**src/sv/crg_pkg.sv**
```systemverilog
// Package for the Cauchy random generator.
// Holds types, constants, state encodings and the arctangent table.
// No dependencies.
package crg_pkg;

  localparam int unsigned MT_N = 624;
  localparam int unsigned MT_M = 397;
  localparam int unsigned MT_AW = 10;
  localparam logic [31:0] MT_MAG = 32'h9908B0DF;
  localparam logic [31:0] SEED_MULT = 32'd1812433253;
  localparam logic [31:0] RESET_SEED = 32'd5489;
  localparam logic [31:0] ALPHA_RESET = 32'd65536;
  localparam int unsigned OUT_W = 48;
  localparam int unsigned DEF_OUTPUT_FRAC_BITS = 16;
  localparam int unsigned DEF_CORDIC_STEPS = 32;
  localparam int unsigned ATAN_LEN = 40;
  localparam int unsigned JOB_DEPTH = 2;

  typedef enum logic {
    CMD_GENERATE = 1'b0,
    CMD_RESEED   = 1'b1
  } cmd_t;

  typedef struct packed {
    logic        command;
    logic [31:0] new_seed;
  } in_t;

  typedef struct packed {
    logic signed [OUT_W-1:0] sample_value;
    logic [31:0]             draw_count;
    logic                    alpha_zero;
    logic                    saturated;
  } out_t;

  typedef struct packed {
    logic [31:0] word;
    logic [31:0] count;
  } job_t;

  typedef enum logic [3:0] {
    F_SEED0, F_SEED, F_IDLE, F_TW_PRE, F_TW_LD, F_TW_RD, F_TW_WR, F_DR_RD, F_DR_WR
  } front_state_t;

  typedef enum logic [2:0] {
    B_IDLE, B_ROT, B_MUL, B_LOAD, B_DIV, B_FIN, B_DONE
  } back_state_t;

  function automatic logic [31:0] atan_entry(input logic [5:0] idx);
    logic [31:0] v;
    case (idx)
      6'd0:  v = 32'd1073741824;
      6'd1:  v = 32'd633866811;
      6'd2:  v = 32'd334917815;
      6'd3:  v = 32'd170009512;
      6'd4:  v = 32'd85334662;
      6'd5:  v = 32'd42708931;
      6'd6:  v = 32'd21359677;
      6'd7:  v = 32'd10680490;
      6'd8:  v = 32'd5340327;
      6'd9:  v = 32'd2670173;
      6'd10: v = 32'd1335088;
      6'd11: v = 32'd667544;
      6'd12: v = 32'd333772;
      6'd13: v = 32'd166886;
      6'd14: v = 32'd83443;
      6'd15: v = 32'd41722;
      6'd16: v = 32'd20861;
      6'd17: v = 32'd10430;
      6'd18: v = 32'd5215;
      6'd19: v = 32'd2608;
      6'd20: v = 32'd1304;
      6'd21: v = 32'd652;
      6'd22: v = 32'd326;
      6'd23: v = 32'd163;
      6'd24: v = 32'd81;
      6'd25: v = 32'd41;
      6'd26: v = 32'd20;
      6'd27: v = 32'd10;
      6'd28: v = 32'd5;
      6'd29: v = 32'd3;
      6'd30: v = 32'd1;
      6'd31: v = 32'd1;
      default: v = 32'd0;
    endcase
    return v;
  endfunction

endpackage

```
**src/sv/crg_back.sv**
```systemverilog
// Back end: CORDIC tangent, alpha multiply, bit-serial divide, saturation.
// Depends on crg_pkg. Holds the output register for the result channel.
module crg_back
  import crg_pkg::*;
#(
  parameter int unsigned OUTPUT_FRAC_BITS = DEF_OUTPUT_FRAC_BITS,
  parameter int unsigned CORDIC_STEPS = DEF_CORDIC_STEPS
)(
  input  logic        clk,
  input  logic        rst_n,
  input  logic [31:0] alpha,
  input  logic        q_empty,
  output logic        q_pop,
  input  job_t        q_data,
  output logic        out_empty,
  input  logic        out_pop,
  output out_t        out_data
);

  localparam int unsigned SHL = (OUTPUT_FRAC_BITS > 16) ? OUTPUT_FRAC_BITS - 16 : 0;
  localparam int unsigned SHR = (OUTPUT_FRAC_BITS < 16) ? 16 - OUTPUT_FRAC_BITS : 0;
  localparam int unsigned NW = 64 + SHL;
  localparam int unsigned DW = 33;
  localparam logic [OUT_W:0] POS_LIM = {2'b00, {(OUT_W-1){1'b1}}};
  localparam logic [OUT_W:0] NEG_LIM = {2'b01, {(OUT_W-1){1'b0}}};

  back_state_t state_r, state_nxt;
  logic signed [33:0] x_r, y_r, z_r;
  logic [6:0] cnt_r;
  logic neg_r, pole_r;
  logic [31:0] count_r;
  logic [63:0] prod_r;
  logic [DW-1:0] d_r;
  logic [NW-1:0] n_r;
  logic [DW-1:0] rem_r;
  logic [OUT_W-1:0] q_r;
  logic ovf_r;
  out_t pend_r;
  out_t res_r;
  logic out_valid_r;

  logic [5:0] step;
  logic signed [33:0] dx, dy, atz;
  logic [31:0] amag, ym;
  logic [DW:0] rem_s;
  logic [OUT_W:0] lim, qx;
  logic sat;
  logic [OUT_W-1:0] mag;
  logic load_out;

  assign step = cnt_r[5:0];
  assign dx = y_r >>> step;
  assign dy = x_r >>> step;
  assign atz = {2'b00, atan_entry(step)};
  assign amag = alpha[31] ? (~alpha + 32'd1) : alpha;
  assign ym = y_r[33] ? 32'(-y_r) : y_r[31:0];
  assign rem_s = {rem_r, n_r[NW-1]};
  assign lim = neg_r ? NEG_LIM : POS_LIM;
  assign qx = {1'b0, q_r};
  assign sat = pole_r || ovf_r || (qx > lim);
  assign mag = sat ? lim[OUT_W-1:0] : q_r;
  assign q_pop = (state_r == B_IDLE) && !q_empty;
  assign load_out = (state_r == B_DONE) && (!out_valid_r || out_pop);
  assign out_empty = !out_valid_r;
  assign out_data = res_r;

  always_comb begin
    state_nxt = state_r;
    case (state_r)
      B_IDLE: begin
        if (!q_empty) begin
          state_nxt = (alpha == '0) ? B_DONE : B_ROT;
        end
      end
      B_ROT: begin
        if (cnt_r == 7'(CORDIC_STEPS - 1)) begin
          state_nxt = B_MUL;
        end
      end
      B_MUL: state_nxt = (x_r <= 0) ? B_FIN : B_LOAD;
      B_LOAD: state_nxt = B_DIV;
      B_DIV: begin
        if (cnt_r == 7'(NW - 1)) begin
          state_nxt = B_FIN;
        end
      end
      B_FIN: state_nxt = B_DONE;
      B_DONE: begin
        if (load_out) begin
          state_nxt = B_IDLE;
        end
      end
      default: state_nxt = B_IDLE;
    endcase
  end

  always_ff @(posedge clk) begin
    case (state_r)
      B_IDLE: begin
        count_r <= q_data.count;
        cnt_r <= '0;
        pole_r <= 1'b0;
        x_r <= 34'sd1 <<< 30;
        y_r <= '0;
        if (q_data.word > 32'h80000000) begin
          z_r <= {2'b00, 32'(33'h100000000 - {1'b0, q_data.word})};
          neg_r <= ~alpha[31];
        end else begin
          z_r <= {2'b00, q_data.word};
          neg_r <= alpha[31];
        end
        pend_r.sample_value <= '0;
        pend_r.draw_count <= q_data.count;
        pend_r.alpha_zero <= 1'b1;
        pend_r.saturated <= 1'b0;
      end
      B_ROT: begin
        cnt_r <= cnt_r + 7'd1;
        if (!z_r[33]) begin
          x_r <= x_r - dx;
          y_r <= y_r + dy;
          z_r <= z_r - atz;
        end else begin
          x_r <= x_r + dx;
          y_r <= y_r - dy;
          z_r <= z_r + atz;
        end
      end
      B_MUL: begin
        if (x_r <= 0) begin
          pole_r <= 1'b1;
        end else begin
          neg_r <= neg_r ^ y_r[33];
        end
        prod_r <= 64'(amag) * 64'(ym);
        d_r <= x_r[DW-1:0];
      end
      B_LOAD: begin
        n_r <= (NW'(prod_r) << SHL) >> SHR;
        rem_r <= '0;
        q_r <= '0;
        ovf_r <= 1'b0;
        cnt_r <= '0;
      end
      B_DIV: begin
        cnt_r <= cnt_r + 7'd1;
        n_r <= n_r << 1;
        ovf_r <= ovf_r | q_r[OUT_W-1];
        if (rem_s >= {1'b0, d_r}) begin
          rem_r <= DW'(rem_s - {1'b0, d_r});
          q_r <= {q_r[OUT_W-2:0], 1'b1};
        end else begin
          rem_r <= rem_s[DW-1:0];
          q_r <= {q_r[OUT_W-2:0], 1'b0};
        end
      end
      B_FIN: begin
        pend_r.sample_value <= neg_r ? -$signed(mag) : $signed(mag);
        pend_r.draw_count <= count_r;
        pend_r.alpha_zero <= 1'b0;
        pend_r.saturated <= sat;
      end
      B_DONE: begin
        if (load_out) begin
          res_r <= pend_r;
        end
      end
      default: begin
      end
    endcase
  end

  always_ff @(posedge clk) begin
    if (!rst_n) begin
      state_r <= B_IDLE;
      out_valid_r <= 1'b0;
    end else begin
      state_r <= state_nxt;
      if (load_out) begin
        out_valid_r <= 1'b1;
      end else if (out_pop) begin
        out_valid_r <= 1'b0;
      end
    end
  end

endmodule

```
**config.mk**
```make
export PLATFORM = sky130hd
export DESIGN_NAME = crg_back
export DESIGN_NICKNAME = d
export VERILOG_FILES = /design/src/sv/crg_pkg.sv /design/src/sv/crg_back.sv
export SDC_FILE = /design/constraint.sdc
export NUM_CORES = 2
export LEC_CHECK = 0
export BUFFER_PORTS_ARGS = -buffer_cell sky130_fd_sc_hd__buf_2
export CAP_MARGIN = 20
export CORE_MARGIN = 2
export CORE_UTILIZATION = 60
export DETAILED_ROUTE_END_ITERATION = 12
export PLACE_DENSITY = 0.77
export SLEW_MARGIN = 20
export SYNTH_ARGS = -nofsm -noshare
export SYNTH_HDL_FRONTEND = slang
export SYNTH_SLANG_ARGS = --single-unit
```
**constraint.sdc**
```tcl
create_clock -name clk -period 19.4 [get_ports clk]
set_input_delay 1.94 -clock clk [delete_from_list [all_inputs] [get_ports clk]]
set_output_delay 1.94 -clock clk [all_outputs]
set_load 0.1 [all_outputs]
```
# After elaboration in Yosys (flattened, before gate mapping)
# Memories as Yosys holds them, arrays and structs flattened. A register that Yosys moved wholly into a read port is not among the register bits.
# Index checks and enable logic that the tools add are counted.
[totals] register_bits=554 mem_bits_ro=992 in_bits=100 output_inout_bits=84 word_cells=118 memories=1
[mem_list] name="(no name shown)" depth=32 width=31 read_ports=1 rd_ports_with_merged_regs=1 write_ports=0 line_no="crg_pkg.sv:51" text="case (idx)"
[classes] add_sub_neg=12 mul=1 n_lt_le_gt_ge=4 eq_ne=14 shifts=2 muxes=36 bitwise=4 reduce_logical=21
[op_table] cell="34-bit one-hot mux with 2 select lines" n=3
[op_table] cell="82-bit one-hot mux with 2 select lines" n=1
[op_table] cell="48-bit 2-to-1 mux" n=3
[op_table] cell="32-bit 2-to-1 mux" n=4
[op_table] cell="64-bit one-hot mux with 2 select lines" n=1
[op_table] cell="34-bit 2-to-1 mux" n=3
[op_table] cell="48-bit one-hot mux with 2 select lines" n=1
[op_table] cell="34-bit adder" n=2
[op_table] cell="34-bit by 6-bit >>> shifter with 34-bit output" n=2
[op_table] cell="34-bit subtractor" n=2
[op_table] cell="33-bit one-hot mux with 2 select lines" n=1
[op_table] cell="32-bit by 32-bit multiplier with 64-bit output" n=1
[op_table] cell="48-bit greater-than comparator" n=1
[op_table] cell="48-bit negation" n=1
[op_table] cell="34-bit by 33-bit adder with 34-bit output" n=1
[op_table] cell="34-bit by 33-bit greater-or-equal comparator with 1-bit output" n=1
[op_table] cell="34-bit by 1-bit less-or-equal comparator with 1-bit output (second input constant)" n=1
[op_table] cell="34-bit by 33-bit subtractor with 34-bit output" n=1
[op_table] cell="33-bit 2-to-1 mux" n=1
[op_table] cell="33-bit subtractor" n=1
[op_table] cell="32-bit by 1-bit adder with 32-bit output (second input constant)" n=1
[op_table] cell="32-bit greater-than comparator (second input constant)" n=1
[op_table] cell="32-bit zero test" n=1
[op_table] cell="32-bit negation" n=1
[op_table] cell="other kinds (26)" n=58

# Depth between registers and ports, before layout
[depth] ltp_word=7 ltp_mapped=38 ltp_nobuf=35

# Worst setup path after synthesis
# Ideal clock, no wire load.
[synth_path] path_kind="register -> register" startpoint="reg state_r[2]" endpoint="reg n_r[0], enable pin" setup_time_ns=0.853 arrival_time_ns=11.058 required_ns=18.547 slack_ns=7.489 path_stages_with_launch=5 path_buffers=3 period_less_slack_ns=11.911 cell_sequence="dfxtp_1 -> clkbuf_1 -> clkbuf_1 -> clkbuf_1 -> o21ai_0"
[synth_between] elab_chain_cells=2 elab_cells_between_ends=3 classes_between="eq/ne (2); reduce/logical (1)"
[synth_lines] item="start: declaration" line_no="crg_back.sv:27" text="back_state_t state_r, state_nxt;"
[synth_lines] item="start signal: assignment" line_no="crg_back.sv:178" text="state_r <= state_nxt;"
[synth_lines] item="3-bit equality test or 3-bit by 2-bit equality test with 1-bit output (tied branches)" line_no="crg_back.sv:98" text="case (state_r)"
[synth_lines] item="2-bit nonzero test (no source line) *"
[synth_lines] item="end signal: assignment" line_no="crg_back.sv:139" text="n_r <= (NW'(prod_r) << SHL) >> SHR;"
[synth_lines] item="end signal: assignment" line_no="crg_back.sv:147" text="n_r <= n_r << 1;"
[synth_lines] item="end: declaration" line_no="crg_back.sv:34" text="logic [NW-1:0] n_r;"
# Mark *: on every way between the ends. The rest lies on a longest branch, timed or not.
# A chain may end at the register's enable or synchronous reset.

# Final worst setup path
[layout_path] startpoint="in alpha[6]" endpoint="reg prod_r[62], data pin"
[layout_between] elab_chain_cells=4
[layout_lines] item="start: declaration" line_no="crg_back.sv:11" text="input logic [31:0] alpha,"
[layout_lines] item="32-bit NOT" line_no="crg_back.sv:55" text="assign amag = alpha[31] ? (~alpha + 32'd1) : alpha;"
[layout_lines] item="32-bit by 1-bit adder with 32-bit output" line_no="crg_back.sv:55"
[layout_lines] item="32-bit 2-to-1 mux *" line_no="crg_back.sv:55"
[layout_lines] item="32-bit by 32-bit multiplier with 64-bit output *" line_no="crg_back.sv:135" text="prod_r <= 64'(amag) * 64'(ym);"
[layout_lines] item="end signal: assignment" line_no="crg_back.sv:135"
[layout_lines] item="end: declaration" line_no="crg_back.sv:32" text="logic [63:0] prod_r;"
# Marks and branches as above.

==> impl_metrics.json <==
{
  "ys_seq_elements": 585,
  "io_buffers": 183,
  "synth_compound_area_frac": 0.1102,
  "required_ns": 19.80,
  "cts_max_path_buffers": 3,
  "yosysTopAreaCell": "fa_1",
  "drc": 0,
  "ant_nets": 0,
  "die_y_um": 349,
  "crit_path_max_fanout": 13,
  "coreArea_um2": 118100,
  "worst_ep_arrival_time_ns": 13.05,
  "syn-cell-area_um2": 71410,
  "synthAdderAreaFrac": 0.3325,
  "hold_class": "reg -> reg",
  "finalCriticalPeriod_ns": 12.65,
  "rsz0062_at_grt": "false",
  "grt_pass1_vias": 60170,
  "ys_async_sr_fraction": 0,
  "clock_skew_ns": 0.01824,
  "synth-xor-area-share": 0.04709,
  "r2r-end": "prod_r[62]",
  "wirelength_um": 223900,
  "synth-main-ff-cell": "edfxtp_1",
  "synth_nets": 9175,
  "placed_cell_area_um2": 74570,
  "endpoint": "prod_r[62]",
  "relSlewSlack": 0.1813,
  "wire_per_inst_um": 24.05,
  "synth_top_area_share": 0.2523,
  "grt_usage": 0.3718,
  "synth_edf_count": 550,
  "setup_viol": 0,
  "synth_area_leaders": "fa_1 25%, edfxtp_1 23%, ha_1 8.0%, nand2_1 5.4%, inv_1 5.2%",
  "initial_core_util": 0.6048,
  "rows": 126,
  "ctsResizeCount": 0,
  "synth.most_common_cell": "nand2_1",
  "syn2layout_area_growth_pct": 7.334,
  "fin_tns_setup_ns": 0,
  "grt_pass1_wl_um": 347100,
  "cts_hold_buf": 0,
  "grt-ovfl-total": 0,
  "synth-simple-area-share": 0.1593,
  "synthTopCellsByCount": "1028 x nand2_1, 997 x inv_1, 945 x nor2_1",
  "drive_gt1_frac": 0.08444,
  "synth_cell_types": 92,
  "antenna_found_initial": 6,
  "avgSynthCellArea_um2": 9.254,
  "post_cts_buffers": 0,
  "design.die.area_um2": 121800,
  "ys_warn_count": 0,
  "fin_crit_sh": 0.6522,
  "globalplace.congestion": 1.031,
  "drt_iter0_markers": 6795,
  "final_core_utilization": 0.6492,
  "vias_per_cell": 6.351,
  "rr_worst_depth": 32,
  "critPathLaunchType": "input port",
  "finish.instance_area_um2": 76650,
  "clkLatencyLatePin_ns": 0.67,
  "cts_buffers": 59,
  "die_x_um": 349,
  "seq_area_frac_synth": 0.2411,
  "h-tree-depth": 2,
  "cp_slowest_cell": "nor4_1",
  "grt_max_degree": 92,
  "post-dp-hpwl_um": 164600,
  "cts.clk_slew.worst_paths_ns": 0.06,
  "path_buf_inv": 4,
  "status": "finished, final reports clean",
  "startpoint": "alpha[6]",
  "synthCells": 7717,
  "cts.sinks": 585,
  "path_common_cell": "fa_1",
  "hold_slack_ns": 0.4156,
  "maxCapViolations": 0,
  "r2r_slack_ns": 7.74,
  "worst_pin_slew_ns": 1.219,
  "hold_violations": 0,
  "fmax_mhz": 79.03,
  "crit_type": "in -> reg",
  "cts_tree": "done",
  "cpLargestDelayFamily": "adder cells",
  "fin_nets": 9176,
  "cp_num_cells": 32,
  "crit_path_end_kind": "register",
  "vias": 59130,
  "finalMaxSlewViolations": 0,
  "io_pins": 184,
  "root_buffer": "clkbuf_16",
  "muxShareOfSynthArea": 0.03490,
  "timing.rr.start": "y_r[5]",
  "fillCellCount": 9496,
  "drt_pass1_iterations": 6,
  "synth_top_family_by_area": "adder cells",
  "cpPeakStageDelay_ns": 0.64
}
cell families after synthesis:
family | Yosys count
AOI/OAI and AO/OA | 1226
adders and majority gates | 1358
muxes | 155
xor gates and xnor gates | 384
buffers and inverters | 1399
DFF | 585
and+or+nand+nor | 2610
worst min path at each step:
stage	cells after the start	start	endpoint	slack (ns)
final	0	pend_r[5]	out_data[5]	0.42
after floorplan	0	pend_r[0]	out_data[0]	0.40
after CTS	0	pend_r[5]	out_data[5]	0.42
after detailed placement	0	pend_r[0]	out_data[0]	0.40
after global routing	0	pend_r[5]	out_data[5]	0.42
after global placement	0	pend_r[4]	out_data[4]	0.40
metrics by stage:
stage,instances,setup WS [ns]
2_1_floorplan,7717,7.489
3_3_place_gp,9191,6.049
3_5_place_dp,9191,6.371
4_1_cts,9303,7.028
5_1_grt,9308,6.502
6_report,9310,6.747
registers in the layout (all words and copies together), names as in the netlist, 32 cells and up, named ones only:
name / flops
rem_r: 33
n_r: 64
pend_r: 82
x_r: 34
prod_r: 64
q_r: 48
count_r: 32
out_data: 82
y_r: 34
d_r: 33
z_r: 34
cell usage in the layout, fill, tap and decap left out, types with 37 or more instances in the layout:
| master | count |
|---|---|
| clkbuf_16 | 62 |
| inv_1 | 996 |
| ha_1 | 458 |
| nor4_1 | 37 |
| and2_1 | 42 |
| mux2i_1 | 48 |
| fa_1 | 900 |
| nor2_1 | 939 |
| a211oi_1 | 47 |
| buf_2 | 183 |
| nand2b_1 | 51 |
| o21ai_0 | 250 |
| o31ai_1 | 71 |
| mux4_2 | 62 |
| nand4_1 | 68 |
| xor2_1 | 143 |
| nor3_1 | 100 |
| nor2b_1 | 45 |
| a21o_1 | 101 |
| nand2_1 | 1025 |
| o21a_1 | 44 |
| xnor2_1 | 190 |
| a31oi_1 | 66 |
| a21oi_1 | 344 |
| edfxtp_1 | 550 |
| mux2_2 | 37 |
| buf_4 | 153 |
| nand3_1 | 71 |
| or3_1 | 38 |
| and3_1 | 68 |
cell type report:
cell class | count | area [um^2] | area share
inverter | 1000 | 3754 | 0.04897
tap | 1536 | 1922 | 0.02507
multi-input combinational | 5733 | 49620 | 0.6473
clock buffer | 78 | 1652 | 0.02155
timing repair buffer | 339 | 2123 | 0.02770
antenna | 5 | 12.51 | 0.0001632
clock inverter | 34 | 351.6 | 0.004587
sequential | 585 | 17220 | 0.2246
routing by layer:
metal	share of wire	wire length (um)	global-route usage
met1	0.38	84150	0.4902
met2	0.44	98840	0.5722
met3	0.13	29090	0.1055
met4	0.053	11760	0.1682
met5	0.000094	21	0
Power is not shown: default switching activity piles up to over one toggle a cycle in this logic, so the estimate is an artifact.
