## config.mk

```make
export PLATFORM = sky130hd
export DESIGN_NAME = crg_queue
export DESIGN_NICKNAME = d
export VERILOG_FILES = /design/src/sv/crg_pkg.sv /design/src/sv/crg_queue.sv
export SDC_FILE = /design/constraint.sdc
export NUM_CORES = 1
export LEC_CHECK = 0
export ABC_AREA = 1
export BUFFER_PORTS_ARGS = -buffer_cell sky130_fd_sc_hd__buf_2
export CELL_PAD_IN_SITES_DETAIL_PLACEMENT = 0
export CELL_PAD_IN_SITES_GLOBAL_PLACEMENT = 2
export CORE_ASPECT_RATIO = 0.7
export CORE_MARGIN = 4
export CORE_UTILIZATION = 38
export DETAILED_ROUTE_END_ITERATION = 7
export HOLD_SLACK_MARGIN = 0.15
export PLACE_DENSITY = 0.79
export SLEW_MARGIN = 20
export SYNTH_ARGS = -nofsm -noshare
export SYNTH_HDL_FRONTEND = slang
export SYNTH_SLANG_ARGS = --single-unit
```

## constraint.sdc

```tcl
create_clock -name clk -period 4.4 [get_ports clk]
set_input_delay 0.22 -clock clk [delete_from_list [all_inputs] [get_ports clk]]
set_output_delay 0.22 -clock clk [all_outputs]
set_load 0.01 [all_outputs]
```

## src/sv/crg_pkg.sv

```systemverilog
// Package for the Cauchy random generator.
// Holds types, constants, state encodings and the arctangent table.
// No dependencies.
package crg_pkg;

  localparam int unsigned MT_N = 624;
  localparam int unsigned MT_M = 397;
  localparam int unsigned MT_AW = 10;
  localparam logic [31:0] MT_MAG = 32'h9908B0DF;
  localparam logic [31:0] SEED_MULT = 32'd1812433253;
  localparam logic [31:0] RESET_SEED = 32'd5489;
  localparam logic [31:0] ALPHA_RESET = 32'd65536;
  localparam int unsigned OUT_W = 48;
  localparam int unsigned DEF_OUTPUT_FRAC_BITS = 16;
  localparam int unsigned DEF_CORDIC_STEPS = 32;
  localparam int unsigned ATAN_LEN = 40;
  localparam int unsigned JOB_DEPTH = 2;

  typedef enum logic {
    CMD_GENERATE = 1'b0,
    CMD_RESEED   = 1'b1
  } cmd_t;

  typedef struct packed {
    logic        command;
    logic [31:0] new_seed;
  } in_t;

  typedef struct packed {
    logic signed [OUT_W-1:0] sample_value;
    logic [31:0]             draw_count;
    logic                    alpha_zero;
    logic                    saturated;
  } out_t;

  typedef struct packed {
    logic [31:0] word;
    logic [31:0] count;
  } job_t;

  typedef enum logic [3:0] {
    F_SEED0, F_SEED, F_IDLE, F_TW_PRE, F_TW_LD, F_TW_RD, F_TW_WR, F_DR_RD, F_DR_WR
  } front_state_t;

  typedef enum logic [2:0] {
    B_IDLE, B_ROT, B_MUL, B_LOAD, B_DIV, B_FIN, B_DONE
  } back_state_t;

  function automatic logic [31:0] atan_entry(input logic [5:0] idx);
    logic [31:0] v;
    case (idx)
      6'd0:  v = 32'd1073741824;
      6'd1:  v = 32'd633866811;
      6'd2:  v = 32'd334917815;
      6'd3:  v = 32'd170009512;
      6'd4:  v = 32'd85334662;
      6'd5:  v = 32'd42708931;
      6'd6:  v = 32'd21359677;
      6'd7:  v = 32'd10680490;
      6'd8:  v = 32'd5340327;
      6'd9:  v = 32'd2670173;
      6'd10: v = 32'd1335088;
      6'd11: v = 32'd667544;
      6'd12: v = 32'd333772;
      6'd13: v = 32'd166886;
      6'd14: v = 32'd83443;
      6'd15: v = 32'd41722;
      6'd16: v = 32'd20861;
      6'd17: v = 32'd10430;
      6'd18: v = 32'd5215;
      6'd19: v = 32'd2608;
      6'd20: v = 32'd1304;
      6'd21: v = 32'd652;
      6'd22: v = 32'd326;
      6'd23: v = 32'd163;
      6'd24: v = 32'd81;
      6'd25: v = 32'd41;
      6'd26: v = 32'd20;
      6'd27: v = 32'd10;
      6'd28: v = 32'd5;
      6'd29: v = 32'd3;
      6'd30: v = 32'd1;
      6'd31: v = 32'd1;
      default: v = 32'd0;
    endcase
    return v;
  endfunction

endpackage

```

## src/sv/crg_queue.sv

```systemverilog
// Short job queue between front and back end.
// Depends on crg_pkg for the job type and depth.
module crg_queue
  import crg_pkg::*;
(
  input  logic clk,
  input  logic rst_n,
  input  logic push,
  input  job_t push_data,
  output logic full,
  input  logic pop,
  output logic empty,
  output job_t pop_data
);

  localparam int unsigned PW = (JOB_DEPTH > 1) ? $clog2(JOB_DEPTH) : 1;
  localparam int unsigned CW = $clog2(JOB_DEPTH + 1);

  job_t entry_r [JOB_DEPTH];
  logic [PW-1:0] wp_r, rp_r;
  logic [CW-1:0] cnt_r;

  assign full = (cnt_r == CW'(JOB_DEPTH));
  assign empty = (cnt_r == '0);
  assign pop_data = entry_r[rp_r];

  always_ff @(posedge clk) begin
    if (push && !full) begin
      entry_r[wp_r] <= push_data;
    end
  end

  always_ff @(posedge clk) begin
    if (!rst_n) begin
      wp_r <= '0;
      rp_r <= '0;
      cnt_r <= '0;
    end else begin
      if (push && !full) begin
        wp_r <= (wp_r == PW'(JOB_DEPTH - 1)) ? '0 : wp_r + PW'(1);
      end
      if (pop && !empty) begin
        rp_r <= (rp_r == PW'(JOB_DEPTH - 1)) ? '0 : rp_r + PW'(1);
      end
      cnt_r <= cnt_r + CW'(push && !full) - CW'(pop && !empty);
    end
  end

endmodule

```

; Word level (Yosys, flattened, before mapping)
; Memory sizes are Yosys's and may differ from the RTL's. A register that Yosys moved wholly into a read port is not among the register bits.
; Cells that the tools add are included.
[op_classes]
addsub = 4
eq_ne = 1
muxes = 6
n_reduce_logical = 5
[ops]
columns = cell, n
row1 = $mux W1, 6
row2 = $add A1 B1 Y1 const B, 2
row3 = $add A2 B1 Y2, 1
row4 = $eq A2 B2 Y1 const B, 1
row5 = $logic_and A1 B1 Y1, 2
row6 = $logic_not A1 Y1, 2
row7 = $logic_not A2 Y1, 1
row8 = $sub A2 B1 Y2, 1
[word_totals]
ff_bits = 4
mem_bits_rw = 128
inputBits = 68
n_memories = 1
[memory_table]
columns = name, words, width, read_ports, rd_ports_with_merged_regs, write_ports, line_no
row1 = entry_r, 2, 64, 1, 1, 1, crg_queue.sv:19  ; job_t entry_r [JOB_DEPTH];

; Logic depth before layout (Yosys ltp)
; Gate-level depths: netlist (run 1).
[depth]
depth_word = 5
ltp_mapped = 11
depth_no_buf = 11

; Worst setup path before layout (run 1)
; OpenSTA, ideal clock, no wires.
[synth_path]
path_type = register to register
startpoint = register cnt_r[0]
endpoint = memory entry_r[0][0] (netlist bit), enable pin
setup_ns = 0.486
t_arrival_ns = 3.235
slack_ns = 0.679
stages_incl_launch_ff = 5
synth_period_minus_slack_ns = 3.721
path_cell_list = dfxtp_1 > inv_1 > nand2_1 > nand2_1 > nor2_1
[synth_via]
elab_chain_cells = 5
[synth_rtl]
columns = item, line_no
row1 = from (decl), crg_queue.sv:21  ; logic [CW-1:0] cnt_r;
row2 = from (signal assigned), crg_queue.sv:45  ; cnt_r <= cnt_r + CW'(push && !full) - CW'(pop && !empty);
row3 = $eq A2 B2 Y1, crg_queue.sv:23  ; assign full = (cnt_r == CW'(JOB_DEPTH));
row4 = $logic_not A1 Y1, crg_queue.sv:28  ; if (push && !full) begin
row5 = $logic_and A1 B1 Y1, crg_queue.sv:28
row6 = $mux W1, crg_queue.sv:28
row7 = $mux W1 (implied by the code), crg_queue.sv:29  ; entry_r[wp_r] <= push_data;
row8 = to (decl), crg_queue.sv:19
; No other way between the ends.

==> summary.md, run 1 <==
| Metric | Value |
|---|---|
| Run status | `finished, final reports clean` |
| Maximum clock frequency | `0.3993 GHz` |
| Syn Nets | `307` |
| FILL cells | `1074` |
| Routed len/inst | `15.35 um` |
| Die area | `0.01556 mm2` |
| Total number of vias | `2789` |
| Pins Over Slew Limit | `0` |
| Share of the synthesized area in the top cell type | `74.36%` |
| Yosys reg bits | `133` |
| Final Util | `54.87%` |
| Htree depth | `4` |
| Slew @ Worst Pin | `0.8795 ns` |
| Critical path, cell by cell | `buf_4 > mux2_4 > buf_2` |
| Diode count | `0` |
| Largest cells by area after synthesis | `edfxtp_1, mux2_4, buf_12` |
| HP Class | `flip-flop to flip-flop` |
| Area grow syn2layout | `40.40%` |
| Setup Viol. Count Final | `0` |
| CP required | `4.18 ns` |
| CTS tree | `yes` |
| Syn avg cell area | `21.81 um2` |
| Footprint of the multi-input gates | `0.001067 mm2` |
| DIE HEIGHT | `105.6 um` |
| Post-route cell area | `0.007257 mm2` |
| Most common cell after layout, fill and taps aside | `buf_2` |
| Placed Area | `0.005968 mm2` |
| Leak Pwr | `2.904 nW` |
| # Post-CTS Setup Buffers | `0` |
| Global Route Usage Sum | `13.38%` |
| Max clock buf depth | `2` |
| Dpl hpwl | `6398 um` |
| Post-synth top area cell | `edfxtp_1` |
| Flop2flop setup slack | `2.19 ns` |
| Syn. warnings | `0` |
| Yosys cell types | `12` |
| Worst Hold Path Cells | `2` |
| Global-route wire length before repair | `15680 um` |
| CP endpoint kind | `output pin` |
| Critical Path Max Stage Delay | `0.93 ns` |
| Post-DRT Antenna Nets | `0` |
| Gate Count Post-Synth | `237` |
| Register Area | `0.003948 mm2` |
| Worst-path clk slew | `0.05 ns` |
| Commonest cells after routing, fill and taps aside | `buf_2, edfxtp_1, dlygate4sd3_1, mux2_4, clkbuf_16` |
| Vias in the first global route | `2988` |
| Routability Congestion | `0.7186` |
| Post-synthesis sequential area ratio | `76.30%` |
| Placeable Area | `0.01323 mm2` |
| Hold Path Sink | `rp_r` |
| Clock Sinks | `133` |
| Clock buffer count from CTS | `17` |
| Via-to-Cell Ratio | `4.297` |
| Hold path startpoint | `rp_r` |
| # DRC | `0` |
| Max Clock Skew | `0.006962 ns` |
| Final hold violation count | `0` |
| Reg2reg end | `entry_r[0][51]` |
| Worst-Skew Late Latency | `0.40 ns` |
| CP Data Arrival Time | `2.28 ns` |
| Relative slew slack | `41.37%` |
| Power per cell area | `568.4 mW/mm2` |
| Total grt overflow | `0` |
| Resized Gates After CTS | `0` |
| IO Count | `134` |
| Critical Path Source Type | `flip-flop` |
| Maximum vdd drop | `0.0002998 V` |
| First-pass DRT Iterations | `6` |
| Cell Area, Synth | `0.005169 mm2` |
| MaxCap Viol Count | `0` |
| Chip width | `147.4 um` |
| Total negative slack | `0 ns` |
| Largest net degree at the start of global routing | `48` |
| Nets | `522` |
| Initial Utilization | `39.08%` |
| Reg2reg start | `cnt_r[0]` |
| Max FO, Critical Path | `47` |
| Row count | `35` |
| Final min period | `2.505 ns` |
| R2r worst-path depth | `5` |
| Initial antenna violation count | `0` |
| Final WL | `9959 um` |
| Root Driver | `clkbuf_16` |
| Crit Path Class | `flip-flop to output pin` |
| Slowest stage cell, crit path | `dfxtp_4` |
| Port Buffer Count | `133` |
| Initial DRC Count | `124` |
| Final period util | `56.92%` |
| Layout cell share with drive strength beyond 1 | `49.14%` |
| RSZ-0062 raised after global routing | `false` |
## timing repair
| item | CTS | global route |
|---|---|---|
| hold buffers | 67 | 0 |
| endpoints found under the hold margin | 133 | 0 |
| endpoints found under the setup margin | 0 | 0 |
## state kept, by name, indices dropped and copies added (netlist names), named ones only
name and flops:
wp_r 1, entry_r 128, rp_r 1, cnt_r 2
## how the worst max path moves through the flow
stage,startpoint,end,slack (ns),depth (start not counted)
floorplan,cnt_r[0],entry_r[0][0],0.68,4
global placement,cnt_r[0],entry_r[1][21],2.22,5
detailed placement,cnt_r[0],entry_r[0][6],2.14,5
CTS,flip-flop,pop_data[17],1.82,3
global route,flip-flop,pop_data[17],1.76,3
finish,flip-flop,pop_data[17],1.90,3
## synthesized netlist by cell type
cell type  count
dfxtp_1        5
mux2_2         4
inv_1          9
ha_1           2
mux2_4        60
buf_6          1
nand3_1        3
nand2_1        9
nor2_1         8
edfxtp_1     128
buf_12         6
a21oi_1        2
## cells by family (layout without fill, tap and decap cells)
logic type | Yosys count | count (layout) | share of synthesized area [%]
flip-flops | 133 | 133 | 76.30
multiplexers | 64 | 64 | 18.30
AND/OR/NAND/NOR | 20 | 20 | 1.525
buffers and inverters | 16 | 243 | 3.195
adder cells (fa/ha/maj) | 2 | 2 | 0.4841
AO/OA/AOI/OAI | 2 | 2 | 0.1937
## per-stage QoR
step | hold slack [ns] | power [mW] | std cells | worst slack, ns
final | 0.5070 | 4.125 | 649 | 1.895
after global routing | 0.5405 | 4.327 | 649 | 1.758
after CTS | 0.5188 | 4.185 | 649 | 1.823
after detailed placement | 0.4120 | 2.656 | 551 | 2.141
after global placement | 0.4079 | 2.640 | 551 | 2.215
after floorplan | 0.3135 | 2.387 | 237 | 0.6791
## cell type report
cell class / instances / area share (%)
timing repair buffer: 203 / 18.72
multi-input combinational: 88 / 14.71
clock inverter: 12 / 2.552
sequential: 133 / 54.40
tap: 185 / 3.190
clock buffer: 19 / 5.966
inverter: 9 / 0.4655
## worst max-delay path: cells and delay by family, from the launching register on
kind	cells	cell delay (ns)
buffers and inverters	2	0.59
flip-flops	1	0.93
multiplexers	1	0.35
## power by group
part	internal, mW	switching [mW]
logic	0.502	0.430
clock network	0.992	0.475
registers	1.61	0.115
total	3.11	1.02
## routing by layer
layer  up-vias  GRT usage [%]  share of wire [%]
li1       1342              -                  -
met1      1327          17.31                 46
met2       107          19.91                 43
met3        13          6.403                9.5
met4         0          4.388                1.2
met5         -              0                  0
Power figures use the tool's default switching activity.
==> run 2, diff against run 1 <==
ABC_AREA = 0   (was 1)
CORE_UTILIZATION = 39   (was 38)
PLACE_DENSITY = 0.8   (was 0.79)
clock period = 2.6 ns   (was 4.4 ns; I/O delays follow)
==> summary.md, run 2 <==
| Metric | Value |
|---|---|
| Pins Over Slew Limit | `0 (unchanged)` |
| Global Route Usage Sum | `13.77% (+0.39 points)` |
| Syn avg cell area | `23.02 um2 (+5.5%)` |
| Footprint of the multi-input gates | `0.001082 mm2 (+1.4%)` |
| Placeable Area | `0.01268 mm2 (-4.1%)` |
| Dpl cells | `516 (-6.4%)` |
| Share of the synthesized area in the top cell type | `74.55% (+0.18 points)` |
| IO Count | `134 (unchanged)` |
| Diode count | `0 (unchanged)` |
| Syn. warnings | `0 (unchanged)` |
| Via-to-Cell Ratio | `4.600 (+7.0%)` |
| Power per cell area | `919.8 mW/mm2 (+62%)` |
| Chip width | `145.4 um (-1.3%)` |
| Initial Utilization | `40.67% (+1.6 points)` |
| Vias in the first global route | `3051 (+2.1%)` |
| Worst-path clk slew | `0.05 ns (about the same)` |
| Row count | `34 (-2.9%)` |
| Setup Viol. Count Final | `0 (unchanged)` |
| CP required | `2.47 ns (-1.71 ns)` |
| Largest net degree at the start of global routing | `65 (+35%)` |
| HP Class | `input port to flip-flop` |
| Routability Congestion | `0.7425 (+3.3%)` |
| Dpl hpwl | `6327 um (-1.1%)` |
| CP endpoint kind | `output pin` |
| Most common cell in the netlist | `edfxtp_1` |
| Max Clock Skew | `0.008656 ns (+0.001695 ns)` |
| First-pass DRT Iterations | `4 (-2)` |
| Nets | `509 (-2.5%)` |
| Final min period | `2.093 ns` |
| Yosys reg bits | `133 (unchanged)` |
| Routed len/inst | `16.40 um (+6.9%)` |
| MaxCap Viol Count | `0 (unchanged)` |
| Biggest registers after layout | `entry_r (128), cnt_r (2)` |
| Htree depth | `4 (unchanged)` |
| CTS tree | `yes` |
| # DRC | `0 (unchanged)` |
| Post-DRT Antenna Nets | `0 (unchanged)` |
| Initial antenna violation count | `0 (unchanged)` |
| Relative slew slack | `62.46% (+21 points)` |
| FILL cells | `992 (-7.6%)` |
| Synth top cells by count | `edfxtp_1, mux2_4, buf_12` |
| Slew @ Worst Pin | `0.5631 ns (-0.3164 ns)` |
| Port Buffer Count | `133 (unchanged)` |
| Post-synthesis sequential area ratio | `76.49% (+0.19 points)` |
| Maximum clock frequency | `0.4778 GHz` |
| Die area | `0.01515 mm2 (-2.6%)` |
| Cell Area, Synth | `0.005156 mm2 (-0.24%)` |
| Total grt overflow | `0 (unchanged)` |
| Run status | `finished, final reports clean` |
| Leak Pwr | `2.838 nW (-2.3%)` |
| DIE HEIGHT | `104.2 um (-1.3%)` |
| Largest cells by area after synthesis | `edfxtp_1, mux2_4, buf_12` |
| Final WL | `10050 um (+0.92%)` |
| Maximum vdd drop | `0.0004800 V (+60%)` |
| Layout cell share with drive strength beyond 1 | `51.22% (+2.1 points)` |
| Clock Sinks | `133 (unchanged)` |
| RSZ-0062 raised after global routing | `false` |
| Max FO, Critical Path | `36 (-23%)` |
| Yosys cell types | `17 (+5)` |
| Post-synth EDFFs | `128 (unchanged)` |
| Commonest cells after routing, fill and taps aside | `buf_2, edfxtp_1, dlygate4sd3_1, mux2_4, clkbuf_16` |
| Placed Area | `0.005973 mm2 (about the same)` |
| Crit Path Class | `flip-flop to output pin` |
| Max reg flops | `128 (unchanged)` |
| Async S/R FF share, synth | `0% (unchanged)` |
| Clock buffer count from CTS | `17 (unchanged)` |
| Area grow syn2layout | `38.80%` |
| Post-synth top area cell | `edfxtp_1` |
| Worst-Skew Late Latency | `0.40 ns (about the same)` |
| Global-route wire length before repair | `16250 um (+3.6%)` |
| Initial DRC Count | `130 (+4.8%)` |
| Root Driver | `clkbuf_16` |
| Max clock buf depth | `2 (unchanged)` |
| Total number of vias | `2820 (+1.1%)` |
| Largest Register | `entry_r` |
| Final hold violation count | `0 (unchanged)` |
| Critical Path Source Type | `flip-flop` |
| Post-route cell area | `0.007157 mm2 (-1.4%)` |
| Power after layout | `6.583 mW (+60%)` |
| Register Area | `0.003948 mm2 (unchanged)` |
| Final std cells w/o fill | `613 (-5.5%)` |
| Gate Count Post-Synth | `224 (-5.5%)` |
| CP Data Arrival Time | `1.96 ns (-0.32 ns)` |
| Most common cell after layout, fill and taps aside | `buf_2` |
| Total negative slack | `0 ns (unchanged)` |
| Final period util | `80.50%` |
| Resized Gates After CTS | `0 (unchanged)` |
| Syn Nets | `294 (-4.2%)` |
| Main synth FF type | `edfxtp_1` |
==> run 2: cell types whose count changed after synthesis, sizes merged <==
cell	change
nor2	-6
nor2b	+2
o21a	+1
xnor2	+3
and2	+2
nand2b	+2
and3	+1
mux2i	+1
a21oi	-2
inv	-7
nand3	-3
nand2	-7
==> run 2: through the flow <==
step	hold slack [ns]	utilization [%]	setup WS (ns)
after global placement	0.3172	47.12	0.8880
final	0.2003	56.45	0.5070
after CTS	0.1872	56.45	0.4526
after floorplan	0.2289	-	0.1240
after global routing	0.1966	56.45	0.4113
after detailed placement	0.3211	47.12	0.8696
==> run 2: what timing repair did <==
item,4_1_cts,5_1_grt
setup endpoints to repair,0,0
hold buffers,66,0
hold endpoints to repair,133,0
buffers inserted,0,0
==> run 2: critical path, stage by stage (launching register included) <==
cell	delay, ns
dfxtp_4	0.71
buf_12	0.36
mux2_4	0.33
buf_2	0.15
==> run 2: worst paths after layout <==
kind | startpoint | end | slack, ns | cells after the start
worst max-delay path | flip-flop | pop_data[21] | 0.51 | 3
worst min-delay path | pop | flip-flop | 0.20 | 4
worst max register to register | cnt_r[0] | cnt_r[1] | 0.90 | 8
worst min register to register | wp_r | wp_r | 0.53 | 2
==> run 2: power breakdown <==
part           total, mW  switching (mW)  internal, mW
Sequential          2.86           0.159          2.70
Combinational       1.62           0.734         0.889
Clock               2.10           0.816          1.29
Total               6.58            1.71          4.87
==> run 2: logic make-up after synthesis <==
logic type	share of synthesized area, %
flops	76.49
simple gates	1.141
fa+ha+maj	0.4852
xor+xnor	0.5097
mux	18.54
buf+inv	2.694
compound gates	0.1457
==> run 2: layer usage <==
| metal | up-vias | share of wire (%) | track usage, % |
|---|---|---|---|
| li1 | 1308 | - | - |
| met1 | 1392 | 44 | 16.83 |
| met2 | 112 | 46 | 21.66 |
| met3 | 8 | 8.9 | 6.838 |
| met4 | 0 | 0.61 | 4.065 |
| met5 | - | 0 | 0 |
==> run 2: layout make-up <==
type,count,share of cell area (%)
Timing Repair Buffer,203,19.48
Sequential cell,133,55.16
Tap cell,162,2.832
Clock inverter,12,1.259
Multi-Input combinational cell,82,15.12
Inverter,2,0.1049
Clock buffer,19,6.049
==> run 3, diff against run 2 <==
CORE_UTILIZATION = 35   (was 39)
PLACE_DENSITY = 0.76   (was 0.8)
clock period = 1.9 ns   (was 2.6 ns; I/O delays follow)
==> summary.md, run 3 (synthesis gave the netlist of run 2 again) <==
| Metric | Value |
|---|---|
| Run status | `finished, final reports clean` |
| # DRC | `0 (unchanged)` |
| Nets | `515 (+1.2%)` |
| Hold slack | `0.4106 ns (+0.2103 ns)` |
| R2r worst-path depth | `7 (-1)` |
| Placed Area | `0.006078 mm2 (+1.8%)` |
| Worst Hold Path Cells | `2 (-2)` |
| Worst-Skew Late Latency | `0.40 ns (about the same)` |
| IO Count | `134 (unchanged)` |
| Setup WS post-layout | `0.1537 ns (-0.3533 ns)` |
| Routability Congestion | `0.6978 (-6.0%)` |
| Most common cell after layout, fill and taps aside | `buf_2` |
| Max reg flops | `128 (unchanged)` |
| Root Driver | `clkbuf_16` |
| Power after layout | `9.422 mW (+43%)` |
| Largest net degree at the start of global routing | `38 (-42%)` |
| HP Class | `input port to flip-flop` |
| RSZ-0062 raised after global routing | `false` |
| Clock Sinks | `133 (unchanged)` |
| Total number of vias | `2748 (-2.6%)` |
| Initial antenna violation count | `0 (unchanged)` |
| Initial Utilization | `36.34% (-4.3 points)` |
| Final std cells w/o fill | `647 (+5.5%)` |
| Final Util | `51.71% (-4.7 points)` |
| Relative slew slack | `74.83% (+12 points)` |
| Flop2flop setup slack | `0.30 ns (-0.60 ns)` |
| Final min period | `1.746 ns` |
| CP endpoint kind | `output pin` |
| Final WL | `9610 um (-4.4%)` |
| Resized Gates After CTS | `0 (unchanged)` |
| Commonest cells after routing, fill and taps aside | `buf_2, edfxtp_1, dlygate4sd3_1, mux2_4, clkbuf_16` |
| Max clock buf depth | `2 (unchanged)` |
| Leak Pwr | `2.897 nW (+2.1%)` |
| Largest Register | `entry_r` |
| Slowest stage cell, crit path | `dfxtp_4` |
| Pins Over Slew Limit | `0 (unchanged)` |
| FILL cells | `1176 (+19%)` |
| Maximum clock frequency | `0.5726 GHz` |
| Die area | `0.01677 mm2 (+11%)` |
| Port Buffer Count | `133 (unchanged)` |
| Area grow syn2layout | `42.30%` |
| Diode count | `0 (unchanged)` |
| Maximum vdd drop | `0.0005623 V (+17%)` |
| Final period util | `91.91%` |
| Reg2reg end | `cnt_r[1]` |
| Post-route cell area | `0.007337 mm2 (+2.5%)` |
| Register Area | `0.003949 mm2 (about the same)` |
| CP Data Arrival Time | `1.65 ns (-0.31 ns)` |
| Critical path, cell by cell | `buf_4 > mux2_2 > buf_2` |
| Post-DRT Antenna Nets | `0 (unchanged)` |
| Biggest registers after layout | `entry_r (128), cnt_r (2)` |
| Global-route wire length before repair | `14840 um (-8.7%)` |
| Footprint of the multi-input gates | `0.001101 mm2 (+1.7%)` |
| Crit Path Class | `flip-flop to output pin` |
| Chip width | `153.1 um (+5.3%)` |
| Total grt overflow | `0 (unchanged)` |
| Total negative slack | `0 ns (unchanged)` |
| Final hold violation count | `0 (unchanged)` |
| Htree depth | `4 (unchanged)` |
| Critical Path Source Type | `flip-flop` |
| MaxCap Viol Count | `0 (unchanged)` |
| Dpl hpwl | `6311 um (-0.26%)` |
| CP required | `1.80 ns (-0.67 ns)` |
| Routed len/inst | `14.85 um (-9.4%)` |
| Dpl cells | `549 (+6.4%)` |
| Reg2reg start | `cnt_r[1]` |
| Slew @ Worst Pin | `0.3776 ns (-0.1855 ns)` |
| Layout cell share with drive strength beyond 1 | `52.30% (+1.1 points)` |
| Vias in the first global route | `2890 (-5.3%)` |
| DIE HEIGHT | `109.6 um (+5.1%)` |
| Placeable Area | `0.01419 mm2 (+12%)` |
| Row count | `36 (+5.9%)` |
| Hold Path Sink | `entry_r[0][20]` |
| Clock buffer count from CTS | `17 (unchanged)` |
| Max FO, Critical Path | `13 (-64%)` |
| Critical Path Max Stage Delay | `0.51 ns (-0.20 ns)` |
| Max Clock Skew | `0.006430 ns (-0.002227 ns)` |
| Worst-path clk slew | `0.06 ns (about the same)` |
| Post-Place Setup Slack | `0.2883 ns (-0.5812 ns)` |
| Initial DRC Count | `128 (-1.5%)` |
| Setup Viol. Count Final | `0 (unchanged)` |
| CTS tree | `yes` |
| Via-to-Cell Ratio | `4.247 (-7.7%)` |
| Global Route Usage Sum | `11.77% (-2.0 points)` |
| Hold path startpoint | `push_data[20]` |
| First-pass DRT Iterations | `4 (unchanged)` |
| Power per cell area | `1284 mW/mm2 (+40%)` |
run 3: what timing repair did:
action / CTS / global route
hold buffers: 67 / 0
endpoints found under the hold margin: 133 / 0
setup endpoints to repair: 0 / 0
setup buffers: 0 / 0
run 3: power by group:
group | switching [mW] | total (mW) | internal, mW
Combinational | 1.07 | 2.35 | 1.28
Clock | 1.17 | 3.22 | 2.05
Sequential | 0.157 | 3.85 | 3.69
Total | 2.40 | 9.42 | 7.02
run 3: worst max path at each step:
stage / endpoint / from / depth (start not counted) / slack (ns)
after floorplan: entry_r[0][0] / cnt_r[0] / 3 / 0.002
after global placement: cnt_r[1] / cnt_r[1] / 7 / 0.33
after detailed placement: cnt_r[1] / cnt_r[1] / 7 / 0.29
after CTS: pop_data[51] / flip-flop / 3 / 0.11
after global routing: pop_data[57] / flip-flop / 3 / 0.05
final: pop_data[51] / flip-flop / 3 / 0.15
run 3: layer usage:
metal | track usage (%) | vias to the layer above | share of wire [%] | wire [um]
met5 | 0 | - | 0 | 0
met4 | 4.005 | 0 | 0.97 | 93
met3 | 5.389 | 11 | 7.3 | 702
met2 | 18.03 | 98 | 46 | 4381
met1 | 14.96 | 1316 | 46 | 4433
li1 | - | 1323 | - | -
run 3: critical path: cells and delay by family (launching register included):
family	cells	cell delay, ns
buf+inv	2	0.39
flops	1	0.51
mux	1	0.35
run 3: layout make-up:
| class | instances | share of cell area [%] |
|---|---|---|
| Clock buffer | 18 | 5.849 |
| Clock inverter | 13 | 2.166 |
| Inverter | 2 | 0.1023 |
| Multi-Input combinational cell | 82 | 15.01 |
| Sequential cell | 133 | 53.82 |
| Tap cell | 190 | 3.240 |
| Timing Repair Buffer | 209 | 19.82 |
